## src/rtl/icp_pkg.sv

```systemverilog
package icp_pkg;

    localparam int MAX_TEXT_LEN_DEFAULT = 18;

    localparam logic [7:0] CHAR_ZERO  = 8'h30;
    localparam logic [7:0] CHAR_NINE  = 8'h39;
    localparam logic [7:0] CHAR_DOT   = 8'h2E;
    localparam logic [7:0] CHAR_SLASH = 8'h2F;

    localparam logic [11:0] OCTET_MAX  = 12'd255;
    localparam logic [11:0] PREFIX_MAX = 12'd32;
    localparam logic [5:0]  PREFIX_ABSENT = 6'd32;

    localparam logic [1:0] OCTET_DIGITS_MAX  = 2'd3;
    localparam logic [1:0] PREFIX_DIGITS_MAX = 2'd2;
    localparam logic [1:0] LAST_STORED_OCTET = 2'd3;

    // Running parse state for one string, apart from the character count.
    typedef struct packed {
        logic [1:0]      octet_index;
        logic            in_prefix;
        logic [7:0]      accumulator;
        logic [1:0]      digit_count;
        logic            first_digit_zero;
        logic            failed;
        logic [2:0][7:0] stored_octets;
        logic [7:0]      final_octet;
    } parse_state_t;

    typedef struct packed {
        logic        valid_res;
        logic [31:0] address;
        logic [5:0]  prefix_len;
    } parse_result_t;

endpackage

```

## src/rtl/icp_if.sv

```systemverilog
interface icp_char_if;
    logic       valid;
    logic       ready;
    logic [7:0] char_code;
    logic       last_char;

    modport source (output valid, output char_code, output last_char, input ready);
    modport sink   (input valid, input char_code, input last_char, output ready);
endinterface

interface icp_result_if;
    logic        valid;
    logic        ready;
    logic        valid_res;
    logic [31:0] address;
    logic [5:0]  prefix_len;

    modport source (output valid, output valid_res, output address, output prefix_len,
                    input ready);
    modport sink   (input valid, input valid_res, input address, input prefix_len,
                    output ready);
endinterface

```

## src/rtl/icp_char_step.sv

```systemverilog
module icp_char_step
    import icp_pkg::*;
(
    input  parse_state_t  cur,
    input  logic [7:0]    char_code,
    input  logic          overlong,
    output parse_state_t  nxt,
    output parse_result_t res
);

    logic [3:0]  digit;
    logic [11:0] acc_x10;
    logic [11:0] value;
    logic [1:0]  limit_digits;
    logic [11:0] limit_value;
    logic [7:0]  fourth;

    assign digit        = char_code[3:0];
    // Multiply by ten as 8x + 2x.
    assign acc_x10      = {1'b0, cur.accumulator, 3'b000} + {3'b000, cur.accumulator, 1'b0};
    assign value        = acc_x10 + {8'd0, digit};
    assign limit_digits = cur.in_prefix ? PREFIX_DIGITS_MAX : OCTET_DIGITS_MAX;
    assign limit_value  = cur.in_prefix ? PREFIX_MAX : OCTET_MAX;

    always_comb
    begin
        nxt = cur;
        if (overlong)
        begin
            nxt.failed = 1'b1;
        end
        else if (!cur.failed)
        begin
            case (char_code) inside
                [CHAR_ZERO:CHAR_NINE]:
                begin
                    if (cur.digit_count == 2'd0)
                    begin
                        nxt.first_digit_zero = (digit == 4'd0);
                    end
                    if (cur.digit_count >= limit_digits)
                    begin
                        nxt.failed = 1'b1;
                    end
                    else if (value > limit_value
                             || (cur.digit_count != 2'd0 && cur.first_digit_zero))
                    begin
                        nxt.failed = 1'b1;
                    end
                    else
                    begin
                        nxt.accumulator = value[7:0];
                        nxt.digit_count = cur.digit_count + 2'd1;
                    end
                end
                CHAR_DOT:
                begin
                    if (cur.in_prefix || cur.digit_count == 2'd0
                        || cur.octet_index == LAST_STORED_OCTET)
                    begin
                        nxt.failed = 1'b1;
                    end
                    else
                    begin
                        nxt.stored_octets[cur.octet_index] = cur.accumulator;
                        nxt.octet_index      = cur.octet_index + 2'd1;
                        nxt.accumulator      = 8'd0;
                        nxt.digit_count      = 2'd0;
                        nxt.first_digit_zero = 1'b0;
                    end
                end
                CHAR_SLASH:
                begin
                    if (cur.in_prefix || cur.digit_count == 2'd0
                        || cur.octet_index != LAST_STORED_OCTET)
                    begin
                        nxt.failed = 1'b1;
                    end
                    else
                    begin
                        nxt.final_octet      = cur.accumulator;
                        nxt.in_prefix        = 1'b1;
                        nxt.accumulator      = 8'd0;
                        nxt.digit_count      = 2'd0;
                        nxt.first_digit_zero = 1'b0;
                    end
                end
                default:
                begin
                    nxt.failed = 1'b1;
                end
            endcase
        end
    end

    always_comb
    begin
        res.valid_res = !nxt.failed && nxt.digit_count != 2'd0
                        && nxt.octet_index == LAST_STORED_OCTET;
        fourth = nxt.in_prefix ? nxt.final_octet : nxt.accumulator;
        if (res.valid_res)
        begin
            res.address    = {nxt.stored_octets[0], nxt.stored_octets[1],
                              nxt.stored_octets[2], fourth};
            res.prefix_len = nxt.in_prefix ? nxt.accumulator[5:0] : PREFIX_ABSENT;
        end
        else
        begin
            res.address    = 32'd0;
            res.prefix_len = 6'd0;
        end
    end

endmodule

```

## src/rtl/ipv4_cidr_text_parser_unit.sv

```systemverilog
// IPv4 dotted-quad / CIDR text parser.
//
// The chars channel carries one ASCII character per transfer, with last_char
// marking the final character of a string. Every transfer updates a small
// running state; only the transfer with last_char set produces a result on
// the result channel: valid_res, the 32-bit address (first octet in the top
// byte) and prefix_len (32 when no prefix is given). Rejected strings return
// valid_res low with address and prefix_len zero.
//
// One character is taken every cycle while chars.ready is high. A result
// appears on the result channel in the cycle after its last character is
// taken. The result sits in a single output register; while it waits, the
// parser keeps taking characters as long as the receiver takes the result
// in the same cycle, or the register is empty. A stalled result therefore
// holds chars.ready low, and only then. The state clears itself after every
// string. Reset clears the parse state and empties the output register.
module ipv4_cidr_text_parser_unit
    import icp_pkg::*;
#(
    parameter int MAX_TEXT_LEN = MAX_TEXT_LEN_DEFAULT
)
(
    input  logic                clk,
    input  logic                rst_n,
    icp_char_if.sink            chars,
    icp_result_if.source        result
);

    localparam int CNT_W = $clog2(MAX_TEXT_LEN + 1);

    parse_state_t  state_reg;
    parse_state_t  state_next;
    parse_result_t res_next;
    parse_result_t res_reg;
    logic          out_valid_reg;
    logic [CNT_W-1:0] char_count_reg;
    logic [CNT_W-1:0] char_count_next;
    logic          overlong;
    logic          in_fire;

    assign chars.ready = !out_valid_reg || result.ready;
    assign in_fire     = chars.valid && chars.ready;
    assign overlong    = char_count_reg >= CNT_W'(MAX_TEXT_LEN);

    always_comb
    begin
        if (chars.last_char)
            char_count_next = '0;
        else if (overlong)
            char_count_next = char_count_reg;
        else
            char_count_next = char_count_reg + CNT_W'(1);
    end

    icp_char_step u_step (
        .cur       (state_reg),
        .char_code (chars.char_code),
        .overlong  (overlong),
        .nxt       (state_next),
        .res       (res_next)
    );

    always_ff @(posedge clk or negedge rst_n)
    begin
        if (!rst_n)
        begin
            state_reg      <= '0;
            char_count_reg <= '0;
        end
        else if (in_fire)
        begin
            state_reg      <= chars.last_char ? '0 : state_next;
            char_count_reg <= char_count_next;
        end
    end

    always_ff @(posedge clk or negedge rst_n)
    begin
        if (!rst_n)
            out_valid_reg <= 1'b0;
        else if (in_fire && chars.last_char)
            out_valid_reg <= 1'b1;
        else if (result.ready)
            out_valid_reg <= 1'b0;
    end

    always_ff @(posedge clk)
    begin
        if (in_fire && chars.last_char)
            res_reg <= res_next;
    end

    assign result.valid      = out_valid_reg;
    assign result.valid_res  = res_reg.valid_res;
    assign result.address    = res_reg.address;
    assign result.prefix_len = res_reg.prefix_len;

    a_result_follows_last: assert property (@(posedge clk) disable iff (!rst_n)
        in_fire && chars.last_char |=> out_valid_reg)
        else $error("no result after the last character");

    a_state_clears: assert property (@(posedge clk) disable iff (!rst_n)
        in_fire && chars.last_char |=> char_count_reg == '0 && !state_reg.failed
                                        && state_reg.octet_index == 2'd0)
        else $error("parse state not cleared after a string");

    a_invalid_zero: assert property (@(posedge clk) disable iff (!rst_n)
        out_valid_reg && !res_reg.valid_res |-> res_reg.address == 32'd0
                                                && res_reg.prefix_len == 6'd0)
        else $error("rejected string carries nonzero fields");

    a_prefix_range: assert property (@(posedge clk) disable iff (!rst_n)
        out_valid_reg |-> res_reg.prefix_len <= PREFIX_ABSENT)
        else $error("prefix length above 32");

    a_stall_blocks: assert property (@(posedge clk) disable iff (!rst_n)
        out_valid_reg && !result.ready |-> !chars.ready)
        else $error("character taken while the result register is blocked");

    a_count_bound: assert property (@(posedge clk) disable iff (!rst_n)
        char_count_reg <= CNT_W'(MAX_TEXT_LEN))
        else $error("character count beyond the text limit");

endmodule
```

## src/flat_wrapper.sv

```systemverilog
// flat-port wrapper written by rule: the top's interface ports become plain ports
module ipv4_cidr_text_parser_unit_flat import icp_pkg::*;
#(
    parameter int MAX_TEXT_LEN = MAX_TEXT_LEN_DEFAULT
)
  (clk, rst_n, chars_valid, chars_char_code, chars_last_char, chars_ready, result_valid, result_valid_res, result_address, result_prefix_len, result_ready);
  icp_char_if chars_i ();
  icp_result_if result_i ();
  input  logic clk;
  input  logic rst_n;
  input wire logic [$bits(chars_i.valid)-1:0] chars_valid;
  input wire logic [$bits(chars_i.char_code)-1:0] chars_char_code;
  input wire logic [$bits(chars_i.last_char)-1:0] chars_last_char;
  output wire logic [$bits(chars_i.ready)-1:0] chars_ready;
  output wire logic [$bits(result_i.valid)-1:0] result_valid;
  output wire logic [$bits(result_i.valid_res)-1:0] result_valid_res;
  output wire logic [$bits(result_i.address)-1:0] result_address;
  output wire logic [$bits(result_i.prefix_len)-1:0] result_prefix_len;
  input wire logic [$bits(result_i.ready)-1:0] result_ready;
  assign chars_i.valid = chars_valid;
  assign chars_i.char_code = chars_char_code;
  assign chars_i.last_char = chars_last_char;
  assign chars_ready = chars_i.ready;
  assign result_valid = result_i.valid;
  assign result_valid_res = result_i.valid_res;
  assign result_address = result_i.address;
  assign result_prefix_len = result_i.prefix_len;
  assign result_i.ready = result_ready;
  ipv4_cidr_text_parser_unit #(.MAX_TEXT_LEN(MAX_TEXT_LEN)) u_core (.clk(clk), .rst_n(rst_n), .chars(chars_i), .result(result_i));
endmodule
```

## config.mk

```make
export PLATFORM = sky130hd
export DESIGN_NAME = ipv4_cidr_text_parser_unit_flat
export DESIGN_NICKNAME = d
export VERILOG_FILES = /design/src/rtl/icp_pkg.sv /design/src/rtl/icp_if.sv /design/src/rtl/icp_char_step.sv /design/src/rtl/ipv4_cidr_text_parser_unit.sv /design/src/flat_wrapper.sv
export SDC_FILE = /design/constraint.sdc
export NUM_CORES = 1
export LEC_CHECK = 0
export ABC_AREA = 1
export ABC_CLOCK_PERIOD_IN_PS = 3900
export BUFFER_PORTS_ARGS = -buffer_cell sky130_fd_sc_hd__buf_2
export CAP_MARGIN = 10
export CORE_UTILIZATION = 34
export CTS_BUF_LIST = sky130_fd_sc_hd__clkbuf_16
export CTS_CLUSTER_SIZE = 14
export DETAILED_ROUTE_END_ITERATION = 8
export SLEW_MARGIN = 20
export SYNTH_ARGS = -nofsm -noshare
export SYNTH_HDL_FRONTEND = slang
export SYNTH_SLANG_ARGS = --single-unit
```

## constraint.sdc

```tcl
create_clock -name clk -period 3.9 [get_ports clk]
set_input_delay 0.78 -clock clk [delete_from_list [all_inputs] [get_ports clk]]
set_output_delay 0.78 -clock clk [all_outputs]
set_load 0.1 [all_outputs]
```

==> results.md <==
* Result of the run: completed
* Synth async-reset ratio at 57.6%
* Syn Inst Count at 609
* Design area at 6370 sq um
* Flops & latches, synth at 92
* Final worst slack at 0.0958 ns
* Core area at 14800 sq um
* Worst hold margin at 0.520 ns
* Power Density at 379 nW/um^2
* # port buffers at 53
* Clock latency on the worst-skew pair at 0.35 ns
* Final #Nets at 732
* Slowest stage cell on the critical path: fa_2
* First-pass GRT wire length at 20700 um
* CP Launch Type: primary input
* Actual slew at the worst max-slew pin at 0.832 ns
* Min-Delay Path Class: reg -> reg
* Post-synth top flop: dfrtp_1
* Register area share after synthesis at 47.8%
* Count of cell types in the netlist at 39
* Max transition margin at 43.1%
* ANT cells at 0
* Largest net degree at the start of global routing at 45
* Clock transition at path regs at 0.06 ns
* Total global routing overflow at 0
* Fmax at 0.263 GHz
* Leak at 0.00304 uW
* Site row count at 44
* Post-Route WL at 12700 um
* Total of max-cap violations at 0
* Vias in the first global route at 4258
* EDFF count, synth at 39
* Syn Std Cell Area at 5230 sq um
* CTS Root Cell: clkbuf_16
* I/O pin count at 54
* Placer congestion estimate at 0.871
* Area Growth Syn to Fin at 22.0%
* Clock tree buffer depth at 2
* Share of layout cells above drive strength 1 at 25.0%
* Setup Viol. Count Final at 0
* Crit. Startpoint: chars_char_code[3]
* CP arrival at 4.02 ns
* DRT iter0 DRCs at 263
* Post-DP HPWL at 8740 um
* Count of buffer and inverter cells on the critical path at 5
* Required time of the worst setup path at 4.12 ns
* Starting Density at 35.4%
* FF-to-FF Start: u_core.state_reg[39]
* Worst-path cell chain: buf_8, inv_4, fa_2, inv_2, ha_4, nand3_4, nand3_4, nand2_2, nand2_2, xor2_2, ha_1, nand2_1, nor2_1, nand2_1, nand2_1, inv_1, nand2_2, nand2_4, nand4_4, nand2_4, nor3b_4, nand2_4, clkbuf_16, nor2_2
* Warnings from Yosys at 0
* Critical path capture point type: flip-flop
* Final Hold Fails at 0
* Vias per cell at 4.95
* Via count at 4339
* CP max FO at 8
* Die area at 15900 sq um
* Setup CP Type: in -> reg
* Critical Path Max Stage Delay at 0.57 ns
* Antenna violations before repair at 0
* Max Slew Vio Count at 0
* Number of flip-flops in the largest register at 47
* Worst Hold Launch: u_core.char_count_reg[3]
* Die Ht at 126 um
* VDD IR max at 338 uV
* Post-route DRC at 0
* Syn Area/Cell at 8.58 sq um
* Clk sinks at 92
* Crit share post-route at 97.5%
* Placed cell areas at 5860 sq um
* Post-Place Worst Slack at -0.385 ns
* Number of buffers created by CTS at 9
* H-tree depth at 3
* GRT Total Usage at 16.6%
* TritonCTS clock tree: yes
* Tmin final at 3.80 ns
* Wire length per cell at 14.6 um
* Crit-path leading delay family: simple AND/OR/NAND/NOR gates
* Clock Skews at 0.00719 ns
* Drt pass-1 iters at 7
* Die W at 126 um
* Antenna-violating nets left at 0
* Synth Net Count at 654
* RSZ-0062 raised after global routing: true
-- Yosys cell counts (2+ instances only) --
cell type	instances	share of area (%)
nor2_1	36	2.6
nand3_2	2	0.38
nand3_1	26	2.5
clkbuf_1	14	1.0
dfrtp_1	53	25
a21oi_1	15	1.4
ha_1	30	7.2
nand2_1	117	8.4
buf_6	3	0.65
edfxtp_1	39	22
or2_1	2	0.24
inv_2	4	0.29
xor2_1	3	0.50
inv_1	101	7.3
nor2_2	31	3.7
nand2_2	4	0.48
o21ai_0	47	4.5
fa_1	2	0.77
nand4_1	12	1.4
clkinv_1	2	0.14
nor2_4	2	0.43
buf_2	2	0.19
o22ai_1	43	5.1
a21oi_2	2	0.34
nor3_1	3	0.29
-- repair_timing --
item,in CTS,in global routing
resized for setup,0,33
hold buffers,0,0
hold endpoints to repair,0,0
endpoints found under the setup margin,0,46
setup buffers,0,2
-- where the power goes --
group          switching [uW]  total [uW]  leakage, uW  internal (uW)
clock                     381         882     0.000145            502
sequential               36.9        1080      0.00111           1050
combinational             322         448      0.00178            126
total                     739        2410      0.00304           1670
-- cell families (layout without fill, tap and decap cells) --
family,Yosys count,after routing,share of synthesized area [%]
fa+ha+maj,32,32,7.95
simple gates,241,241,21.5
xor+xnor,4,4,0.670
compound gates,114,114,12.6
flops,92,92,47.8
buf+inv,126,209,9.53
-- routing by layer --
metal / track usage, % / vias up / part of all wire [%]
met5: 0 / - / 0
met4: 5.95 / 0 / 2.6
met3: 4.04 / 22 / 3.9
met2: 27.6 / 94 / 48
met1: 21.0 / 2041 / 46
li1: - / 2182 / -
-- path summary, 6_finish.rpt --
check	depth (start not counted)	slack, ns	to
setup / recovery	24	0.1	u_core.result.address[7]
hold / removal	1	0.52	u_core.char_count_reg[3]
setup reg to reg	21	0.11	u_core.result.address[7]
hold reg to reg	1	0.52	u_core.char_count_reg[3]
max in group asynchronous	2	2.59	u_core.state_reg[15]
min in group asynchronous	1	0.53	u_core.char_count_reg[0]
-- through the flow --
stage | TNS (ns) | instances | utilization, % | total power (uW)
2_1_floorplan | 0 | 609 | - | 1390
6_report | 0 | 876 | 43.2 | 2410
3_3_place_gp | -9.42 | 855 | 39.7 | 1510
3_5_place_dp | -14.42 | 855 | 39.7 | 1530
4_1_cts | 0 | 871 | 41.7 | 2410
5_1_grt | -3.73 | 876 | 43.2 | 2520
-- cells in the final DEF, fill, tap and decap left out, types with 3 or more instances in the layout --
cell type	n
a21oi_1	15
buf_2	52
buf_4	29
clkbuf_16	11
dfrtp_1	53
edfxtp_1	39
ha_1	29
inv_1	98
inv_2	7
nand2_1	110
nand2_2	7
nand2_4	4
nand3_1	21
nand3_2	5
nand4_1	12
nor2_1	34
nor2_2	32
nor2_4	3
nor3_1	3
o21ai_0	47
o22ai_1	43
-- area by class of cell --
cell class              instances  area (sq um)
flip-flops and latches         92          2500
inverters                     107           404
well taps                     184           230
clock buffers                   9           225
clock inverters                 7          77.6
repair buffers                 86           574
multi-input cells             391          2370
fillers                      1441          8380
No activity file was read; power rests on OpenSTA's default activity.
